`config.mk`:
```
export PLATFORM = sky130hd
export DESIGN_NAME = keyed_record_table_flat
export DESIGN_NICKNAME = d
export VERILOG_FILES = /design/src/rtl/krt_pkg.sv /design/src/rtl/krt_if.sv /design/src/rtl/krt_ctrl.sv /design/src/rtl/krt_datapath.sv /design/src/rtl/keyed_record_table.sv /design/src/flat_wrapper.sv
export SDC_FILE = /design/constraint.sdc
export NUM_CORES = 2
export LEC_CHECK = 0
export BUFFER_PORTS_ARGS = -buffer_cell sky130_fd_sc_hd__clkbuf_2
export CAP_MARGIN = 10
export CORE_MARGIN = 2
export CORE_UTILIZATION = 33
export DETAILED_ROUTE_END_ITERATION = 16
export PLACE_DENSITY_LB_ADDON = 0.05
export SLEW_MARGIN = 20
export SYNTH_ARGS = -nofsm -noshare
export SYNTH_HDL_FRONTEND = slang
export SYNTH_SLANG_ARGS = --single-unit
export TNS_END_PERCENT = 10
```
`constraint.sdc`:
```
create_clock -name clk -period 9.9 [get_ports clk]
set_input_delay 0.99 -clock clk [delete_from_list [all_inputs] [get_ports clk]]
set_output_delay 0.99 -clock clk [all_outputs]
set_load 0.01 [all_outputs]
```
`src/rtl/krt_pkg.sv`:
```
// ----------------------------------------------------------------------------
// krt_pkg
// Shared types and constants for the keyed record table.
// ----------------------------------------------------------------------------
package krt_pkg;

  localparam int DEPTH  = 64;
  localparam int IDX_W  = (DEPTH > 1) ? $clog2(DEPTH) : 1;
  localparam int CNT_W  = $clog2(DEPTH + 1);
  localparam int DATA_W = 32;
  localparam int CMD_W  = 2;
  localparam int STAT_W = 3;

  typedef enum logic [CMD_W-1:0] {
    CMD_INSERT = 2'd0,
    CMD_SEARCH = 2'd1,
    CMD_UPDATE = 2'd2,
    CMD_LIST   = 2'd3
  } cmd_t;

  typedef enum logic [STAT_W-1:0] {
    ST_OK        = 3'd0,
    ST_NOT_FOUND = 3'd1,
    ST_DUPLICATE = 3'd2,
    ST_FULL      = 3'd3,
    ST_EMPTY     = 3'd4
  } status_t;

  // source of the key/quantity fields of a result
  typedef enum logic [1:0] {
    SEL_FAIL = 2'd0,   // zeros
    SEL_REQ  = 2'd1,   // request key and quantity
    SEL_RD   = 2'd2,   // stored record
    SEL_SUM  = 2'd3    // stored key, updated quantity
  } emit_sel_t;

  // controller -> datapath
  typedef struct packed {
    logic      load_req;
    logic      clr_idx;
    logic      inc_idx;
    logic      wr_qty;
    logic      append;
    logic      emit;
    status_t   emit_status;
    emit_sel_t emit_sel;
    logic      emit_last;
  } ctrl_t;

  // datapath -> controller
  typedef struct packed {
    cmd_t command;
    logic empty;
    logic full;
    logic match;
    logic at_last;
    logic out_free;
  } stat_t;

endpackage

```
`src/rtl/krt_if.sv`:
```
// ----------------------------------------------------------------------------
// krt_req_if / krt_rsp_if
// Valid/ready channels for table requests and results.
// ----------------------------------------------------------------------------
interface krt_req_if;
  logic                              valid;
  logic                              ready;
  logic [krt_pkg::CMD_W-1:0]         command;
  logic signed [krt_pkg::DATA_W-1:0] part_key;
  logic signed [krt_pkg::DATA_W-1:0] quantity;

  modport source (output valid, command, part_key, quantity, input ready);
  modport sink   (input valid, command, part_key, quantity, output ready);
endinterface

interface krt_rsp_if;
  logic                              valid;
  logic                              ready;
  logic [krt_pkg::STAT_W-1:0]        status;
  logic signed [krt_pkg::DATA_W-1:0] record_key;
  logic signed [krt_pkg::DATA_W-1:0] record_quantity;
  logic                              last;

  modport source (output valid, status, record_key, record_quantity, last, input ready);
  modport sink   (input valid, status, record_key, record_quantity, last, output ready);
endinterface

```
`src/rtl/krt_ctrl.sv`:
```
// ----------------------------------------------------------------------------
// krt_ctrl
// Sequencer: dispatches a request, steps the scan, issues results.
// ----------------------------------------------------------------------------
module krt_ctrl (
  input  logic            clk,
  input  logic            rst,
  input  logic            req_valid,
  output logic            req_ready,
  input  krt_pkg::stat_t  sts,
  output krt_pkg::ctrl_t  ctrl
);
  import krt_pkg::*;

  typedef enum logic [3:0] {
    S_IDLE     = 4'b0001,
    S_DISPATCH = 4'b0010,
    S_READ     = 4'b0100,
    S_CHECK    = 4'b1000
  } state_t;

  state_t state;
  state_t state_next;

  always_ff @(posedge clk) begin
    if (rst) begin
      state <= S_IDLE;
    end else begin
      state <= state_next;
    end
  end

  always_comb begin
    state_next       = state;
    req_ready        = 1'b0;
    ctrl             = '0;
    ctrl.emit_status = ST_OK;
    ctrl.emit_sel    = SEL_FAIL;
    ctrl.emit_last   = 1'b1;
    case (state)
      S_IDLE: begin
        req_ready = 1'b1;
        if (req_valid) begin
          ctrl.load_req = 1'b1;
          ctrl.clr_idx  = 1'b1;
          state_next    = S_DISPATCH;
        end
      end
      S_DISPATCH: begin
        case (sts.command)
          CMD_LIST: begin
            if (!sts.empty) begin
              state_next = S_READ;
            end else if (sts.out_free) begin
              ctrl.emit        = 1'b1;
              ctrl.emit_status = ST_EMPTY;
              state_next       = S_IDLE;
            end
          end
          CMD_INSERT: begin
            if (sts.full) begin
              if (sts.out_free) begin
                ctrl.emit        = 1'b1;
                ctrl.emit_status = ST_FULL;
                state_next       = S_IDLE;
              end
            end else if (!sts.empty) begin
              state_next = S_READ;
            end else if (sts.out_free) begin
              ctrl.append   = 1'b1;
              ctrl.emit     = 1'b1;
              ctrl.emit_sel = SEL_REQ;
              state_next    = S_IDLE;
            end
          end
          default: begin
            if (!sts.empty) begin
              state_next = S_READ;
            end else if (sts.out_free) begin
              ctrl.emit        = 1'b1;
              ctrl.emit_status = ST_NOT_FOUND;
              state_next       = S_IDLE;
            end
          end
        endcase
      end
      S_READ: begin
        state_next = S_CHECK;
      end
      S_CHECK: begin
        if (sts.command == CMD_LIST) begin
          if (sts.out_free) begin
            ctrl.emit      = 1'b1;
            ctrl.emit_sel  = SEL_RD;
            ctrl.emit_last = sts.at_last;
            if (sts.at_last) begin
              state_next = S_IDLE;
            end else begin
              ctrl.inc_idx = 1'b1;
              state_next   = S_READ;
            end
          end
        end else if (!sts.match && !sts.at_last) begin
          ctrl.inc_idx = 1'b1;
          state_next   = S_READ;
        end else if (sts.out_free) begin
          ctrl.emit  = 1'b1;
          state_next = S_IDLE;
          case (sts.command)
            CMD_INSERT: begin
              if (sts.match) begin
                ctrl.emit_status = ST_DUPLICATE;
              end else begin
                ctrl.append   = 1'b1;
                ctrl.emit_sel = SEL_REQ;
              end
            end
            CMD_UPDATE: begin
              if (sts.match) begin
                ctrl.wr_qty   = 1'b1;
                ctrl.emit_sel = SEL_SUM;
              end else begin
                ctrl.emit_status = ST_NOT_FOUND;
              end
            end
            default: begin
              if (sts.match) begin
                ctrl.emit_sel = SEL_RD;
              end else begin
                ctrl.emit_status = ST_NOT_FOUND;
              end
            end
          endcase
        end
      end
      default: begin
        state_next = S_IDLE;
      end
    endcase
  end

endmodule

```
`src/rtl/krt_datapath.sv`:
```
// ----------------------------------------------------------------------------
// krt_datapath
// Record memories, request holding registers, scan index, result register.
// ----------------------------------------------------------------------------
module krt_datapath (
  input  logic                              clk,
  input  logic                              rst,
  input  krt_pkg::ctrl_t                    ctrl,
  output krt_pkg::stat_t                    sts,
  input  logic [krt_pkg::CMD_W-1:0]         req_command,
  input  logic signed [krt_pkg::DATA_W-1:0] req_part_key,
  input  logic signed [krt_pkg::DATA_W-1:0] req_quantity,
  input  logic                              rsp_ready,
  output logic                              rsp_valid,
  output logic [krt_pkg::STAT_W-1:0]        rsp_status,
  output logic signed [krt_pkg::DATA_W-1:0] rsp_record_key,
  output logic signed [krt_pkg::DATA_W-1:0] rsp_record_quantity,
  output logic                              rsp_last
);
  import krt_pkg::*;

  logic signed [DATA_W-1:0] key_store [DEPTH];
  logic signed [DATA_W-1:0] quantity_store [DEPTH];

  cmd_t                     cmd;
  logic signed [DATA_W-1:0] key;
  logic signed [DATA_W-1:0] qty;
  logic [CNT_W-1:0]         entry_count;
  logic [IDX_W-1:0]         idx;
  logic signed [DATA_W-1:0] rd_key;
  logic signed [DATA_W-1:0] rd_qty;

  logic [DATA_W:0]          sum_wide;
  logic signed [DATA_W-1:0] sum;
  logic [IDX_W-1:0]         wr_addr;
  logic signed [DATA_W-1:0] wr_qty_data;

  // saturating add of stored quantity and delta
  always_comb begin
    sum_wide = {rd_qty[DATA_W-1], rd_qty} + {qty[DATA_W-1], qty};
    if (sum_wide[DATA_W] != sum_wide[DATA_W-1]) begin
      sum = sum_wide[DATA_W] ? {1'b1, {(DATA_W-1){1'b0}}} : {1'b0, {(DATA_W-1){1'b1}}};
    end else begin
      sum = sum_wide[DATA_W-1:0];
    end
  end

  assign wr_addr     = ctrl.append ? entry_count[IDX_W-1:0] : idx;
  assign wr_qty_data = ctrl.append ? qty : sum;

  always_ff @(posedge clk) begin
    if (ctrl.append) begin
      key_store[wr_addr] <= key;
    end
    if (ctrl.append || ctrl.wr_qty) begin
      quantity_store[wr_addr] <= wr_qty_data;
    end
    rd_key <= key_store[idx];
    rd_qty <= quantity_store[idx];
  end

  always_ff @(posedge clk) begin
    if (ctrl.load_req) begin
      cmd <= cmd_t'(req_command);
      key <= req_part_key;
      qty <= req_quantity;
    end
  end

  always_ff @(posedge clk) begin
    if (rst) begin
      entry_count <= '0;
      idx         <= '0;
    end else begin
      if (ctrl.append) begin
        entry_count <= entry_count + CNT_W'(1);
      end
      if (ctrl.clr_idx) begin
        idx <= '0;
      end else if (ctrl.inc_idx) begin
        idx <= idx + IDX_W'(1);
      end
    end
  end

  always_ff @(posedge clk) begin
    if (rst) begin
      rsp_valid <= 1'b0;
    end else if (ctrl.emit) begin
      rsp_valid <= 1'b1;
    end else if (rsp_ready) begin
      rsp_valid <= 1'b0;
    end
  end

  always_ff @(posedge clk) begin
    if (ctrl.emit) begin
      rsp_status <= ctrl.emit_status;
      rsp_last   <= ctrl.emit_last;
      case (ctrl.emit_sel)
        SEL_REQ: begin
          rsp_record_key      <= key;
          rsp_record_quantity <= qty;
        end
        SEL_RD: begin
          rsp_record_key      <= rd_key;
          rsp_record_quantity <= rd_qty;
        end
        SEL_SUM: begin
          rsp_record_key      <= rd_key;
          rsp_record_quantity <= sum;
        end
        default: begin
          rsp_record_key      <= '0;
          rsp_record_quantity <= '0;
        end
      endcase
    end
  end

  assign sts.command  = cmd;
  assign sts.empty    = (entry_count == '0);
  assign sts.full     = (entry_count == CNT_W'(DEPTH));
  assign sts.match    = (rd_key == key);
  assign sts.at_last  = (CNT_W'(idx) == entry_count - CNT_W'(1));
  assign sts.out_free = !rsp_valid || rsp_ready;

endmodule

```
`src/rtl/keyed_record_table.sv`:
```
// ----------------------------------------------------------------------------
// keyed_record_table
// Linear-search key/quantity table with insert, search, update and list.
// ----------------------------------------------------------------------------
// One request is handled at a time: req.ready is high only while the block
// is idle. A request is dispatched, then every stored record visited is read
// from a memory with a registered read and compared against the key before
// stepping on. Search, update and insert stop on the first match; insert
// otherwise scans all records to rule out a duplicate (a full table is
// refused without a scan); list visits all records and issues one result
// each. Results leave through an output register; while a result waits
// there the next record is read, but the scan stalls until the register is
// free. On a failed request (not found, duplicate, full, empty) the key
// and quantity fields of the result are zero. Update saturates the quantity
// to the signed 32-bit range.
// ----------------------------------------------------------------------------
module keyed_record_table (
  input  logic      clk,
  input  logic      rst,
  krt_req_if.sink   req,
  krt_rsp_if.source rsp
);
  import krt_pkg::*;

  ctrl_t ctrl;
  stat_t sts;

  // sequencer: FSM only, talks to the datapath through ctrl/sts
  krt_ctrl u_ctrl (
    .clk       (clk),
    .rst       (rst),
    .req_valid (req.valid),
    .req_ready (req.ready),
    .sts       (sts),
    .ctrl      (ctrl)
  );

  // record memories, scan index, entry count and result register
  krt_datapath u_datapath (
    .clk                 (clk),
    .rst                 (rst),
    .ctrl                (ctrl),
    .sts                 (sts),
    .req_command         (req.command),
    .req_part_key        (req.part_key),
    .req_quantity        (req.quantity),
    .rsp_ready           (rsp.ready),
    .rsp_valid           (rsp.valid),
    .rsp_status          (rsp.status),
    .rsp_record_key      (rsp.record_key),
    .rsp_record_quantity (rsp.record_quantity),
    .rsp_last            (rsp.last)
  );

endmodule

```
`src/flat_wrapper.sv`:
```
// flat-port wrapper written by rule: the top's interface ports become plain ports
module keyed_record_table_flat import krt_pkg::*;
  (clk, rst, req_valid, req_command, req_part_key, req_quantity, req_ready, rsp_valid, rsp_status, rsp_record_key, rsp_record_quantity, rsp_last, rsp_ready);
  krt_req_if req_i ();
  krt_rsp_if rsp_i ();
  input  logic clk;
  input  logic rst;
  input wire logic [$bits(req_i.valid)-1:0] req_valid;
  input wire logic [$bits(req_i.command)-1:0] req_command;
  input wire logic [$bits(req_i.part_key)-1:0] req_part_key;
  input wire logic [$bits(req_i.quantity)-1:0] req_quantity;
  output wire logic [$bits(req_i.ready)-1:0] req_ready;
  output wire logic [$bits(rsp_i.valid)-1:0] rsp_valid;
  output wire logic [$bits(rsp_i.status)-1:0] rsp_status;
  output wire logic [$bits(rsp_i.record_key)-1:0] rsp_record_key;
  output wire logic [$bits(rsp_i.record_quantity)-1:0] rsp_record_quantity;
  output wire logic [$bits(rsp_i.last)-1:0] rsp_last;
  input wire logic [$bits(rsp_i.ready)-1:0] rsp_ready;
  assign req_i.valid = req_valid;
  assign req_i.command = req_command;
  assign req_i.part_key = req_part_key;
  assign req_i.quantity = req_quantity;
  assign req_ready = req_i.ready;
  assign rsp_valid = rsp_i.valid;
  assign rsp_status = rsp_i.status;
  assign rsp_record_key = rsp_i.record_key;
  assign rsp_record_quantity = rsp_i.record_quantity;
  assign rsp_last = rsp_i.last;
  assign rsp_i.ready = rsp_ready;
  keyed_record_table u_core (.clk(clk), .rst(rst), .req(req_i), .rsp(rsp_i));
endmodule
```
==> flow_summary.toml <==
[layout]
final_util_pct = 38.46
drive_gt1_share_pct = 34.20
instances_no_fill = 14538
num-nets-final = 7523
final_area_um2 = 192700
fill_cells = 44935
syn2layout_area_growth_pct = 16.19

[global_route]
grt_use_total_pct = 20.18
grt-ovfl-total = 0
antenna_found_initial = 22
grt_pass1_wl_mm = 708.1
grt_pass1_vias = 80494
grt_start_max_net_pins = 129

[yosys]
synthFlopType = "edfxtp_1"
synth_edf_count = 4230
ys_warn_count = 0
yosys-top-cells-count = "edfxtp_1, mux4_2, clkbuf_1, nor2_1, dfxtp_1"
yosysTopAreaCell = "edfxtp_1"
synth-seq-cells = 4312
synthesis.instances = 6873
synthTopCellsByArea = "edfxtp_1, mux4_2, dfxtp_1"
async_flop_share_pct = 0
ys_types = 76
post_synth.cell_area_avg_um2 = 24.13
yosysMostFrequentCell = "edfxtp_1"
syn_nets = 6985
synth.yosys.seq_area_share_pct = 77.58
synthDominantCellAreaShare_pct = 76.59
netlist_area_um2 = 165800

[detailed_routing]
ant_nets = 0
routedWlPerCell_um = 35.70
first_iter_violations = 7005
route.detailed.drc = 0
vias = 76903
routed_via_density = 5.290
wirelength_mm = 519.0
drtPass1Iterations = 7

[sta]
tightest_slew_ps = 1161
fin_setup_tns_ps = 0
post-route-period-util_pct = 62.98
finClkSkew_ps = 56.11
post-route-min-period_ps = 6235
rsz0062_at_grt = "no"
fmax_mhz = 160.4
relSlewSlack_pct = 22.59
hold_violations = 0
setup_viol = 0
finalMaxSlewViolations = 0

[min_path]
hp-class = "in -> reg"

[power_and_ir_drop]
power_density_nw_per_um2 = 207.6
p_leak_nw = 57.09
ir_drop_mv = 0.1584

[clocking]
clk_pin_slew_ps = 60
htreeDepth = 5
clock-sinks = 4312
cts_tree = "built"
clk_latency_ps = 1020
cts-resized-gates = 0
clk_path_buf_depth = 4
cts_hold_buffers = 0
cts_buffers = 479
cts_root_buffer = "clkbuf_16"
cts_setup_buffers = 0

[placed_design]
hpwlAfterDp_mm = 293.0
dpl_cell_area_um2 = 177100
placedCellCount = 13611
gp_congestion = 0.7808
portBuffers = 139

[floorplanning]
num_io_pins = 140
coreArea_um2 = 501000
die_h_um = 712.9
dieWidth_um = 712.9
num_rows = 260
start_util_pct = 33.10
die_area_um2 = 508200

[setup_path]
cp-end-kind = "flip-flop"
required_ps = 10570
cp_max_fo = 68
cp.arrival_ps = 6900
cp-start-kind = "flip-flop"
crit_type = "reg -> reg"

[flow_run]
drv_cap = 0

[status]
status = "complete, no violations"
## cell usage in the layout, fill, tap and decap left out, drive strengths merged, types with 9 or more instances in the layout
master  count
o211ai      9
edfxtp   4230
nor4       12
nand3      25
inv        36
xor2       49
a31oi      14
a211oi     11
dfxtp      82
nor2      156
mux4     1344
or2         9
bufinv     42
or3        12
nor3       68
clkbuf    765
diode      36
a22o       35
a21o       14
xnor2      25
buf       299
o21ai      47
nand2      46
a21oi      68
ha         41
nor2b       9
clkinv    199
nand2b     12
nand4      17
a22oi      38
## per-stage QoR
step                power, mW  setup slack [ps]  hold slack [ps]
floorplan               21.97              1457            522.1
global placement        22.77              3306            557.7
detailed placement      22.85              3520            577.6
CTS                     40.54              3506            30.85
global route            41.29              3299            63.22
finish                  40.01              3665            143.7
## per-layer routing
layer	track usage (%)	vias to the layer above	wire, um
met2	36.31	1757	273100
met1	26.51	43631	217500
met5	0	-	27
li1	-	30977	-
met4	3.996	4	10480
met3	2.184	534	17940
## final cells by class
type | instances | area (um2) | area share (%)
multi-input cells | 2160 | 36880 | 19.14
repair buffers | 438 | 3128 | 1.623
inverters | 20 | 75.07 | 0.03896
diodes | 36 | 90.09 | 0.04675
clock buffers | 626 | 12890 | 6.691
flip-flops and latches | 4312 | 128700 | 66.78
well taps | 6681 | 8359 | 4.338
clock inverters | 265 | 2582 | 1.340
## sequential cells by signal, summed over array words and instances (netlist names)
| name | cells |
|---|---|
| u_core.u_datapath.rsp_valid | 1 |
| u_core.u_datapath.rsp_record_key | 32 |
| u_core.u_datapath.quantity_store | 2048 |
| u_core.u_datapath.rd_qty | 32 |
| u_core.u_datapath.qty | 32 |
| u_core.u_datapath.rsp_last | 1 |
| u_core.u_datapath.rsp_status | 3 |
| u_core.u_datapath.idx | 6 |
| u_core.u_datapath.key | 32 |
| u_core.u_datapath.cmd | 2 |
| u_core.u_datapath.entry_count | 7 |
| u_core.u_datapath.key_store | 2048 |
| u_core.u_ctrl.state | 4 |
| u_core.u_datapath.rd_key | 32 |
| u_core.u_datapath.rsp_record_quantity | 32 |
## report_power, final
part	switching [mW]	internal [mW]	total, mW
Combinational	1.32	0.210	1.53
Sequential	0.0291	20.8	20.9
Clock	7.37	10.2	17.6
Total	8.71	31.3	40.0
## worst max-delay path, stage by stage, from the launching register on
cell and delay [ps]:
edfxtp_1 330, buf_4 600, xor2_1 170, nor4_1 770
nand4_1 600, nor2_2 600, o32ai_4 290, nand2_4 590
buf_4 640, nor2_1 150, a21oi_4 140, buf_4 620
## final timing paths
check	startpoint	to	slack, ps	cells past startpoint
worst max-delay path	u_core.u_datapath.key[29]	u_core.u_datapath.quantity_store[2][16]	3670	11
worst min register to register	u_core.u_ctrl.state[3]	u_core.u_ctrl.state[3]	600	2
worst min-delay path	req_quantity[31]	u_core.u_datapath.qty[31]	140	1
worst max register to register	u_core.u_datapath.key[29]	u_core.u_datapath.quantity_store[2][16]	3670	11
## cell families after synthesis
logic type / Yosys count / synth area share, %
adder cells (fa/ha/maj): 42 / 0.3214
multiplexers: 1349 / 18.28
flip-flops: 4312 / 77.58
AND/OR/NAND/NOR: 401 / 1.215
XOR/XNOR: 74 / 0.3908
buffers and inverters: 401 / 0.9672
AO/OA/AOI/OAI: 294 / 1.240
No activity file was read; power rests on OpenSTA's default activity.
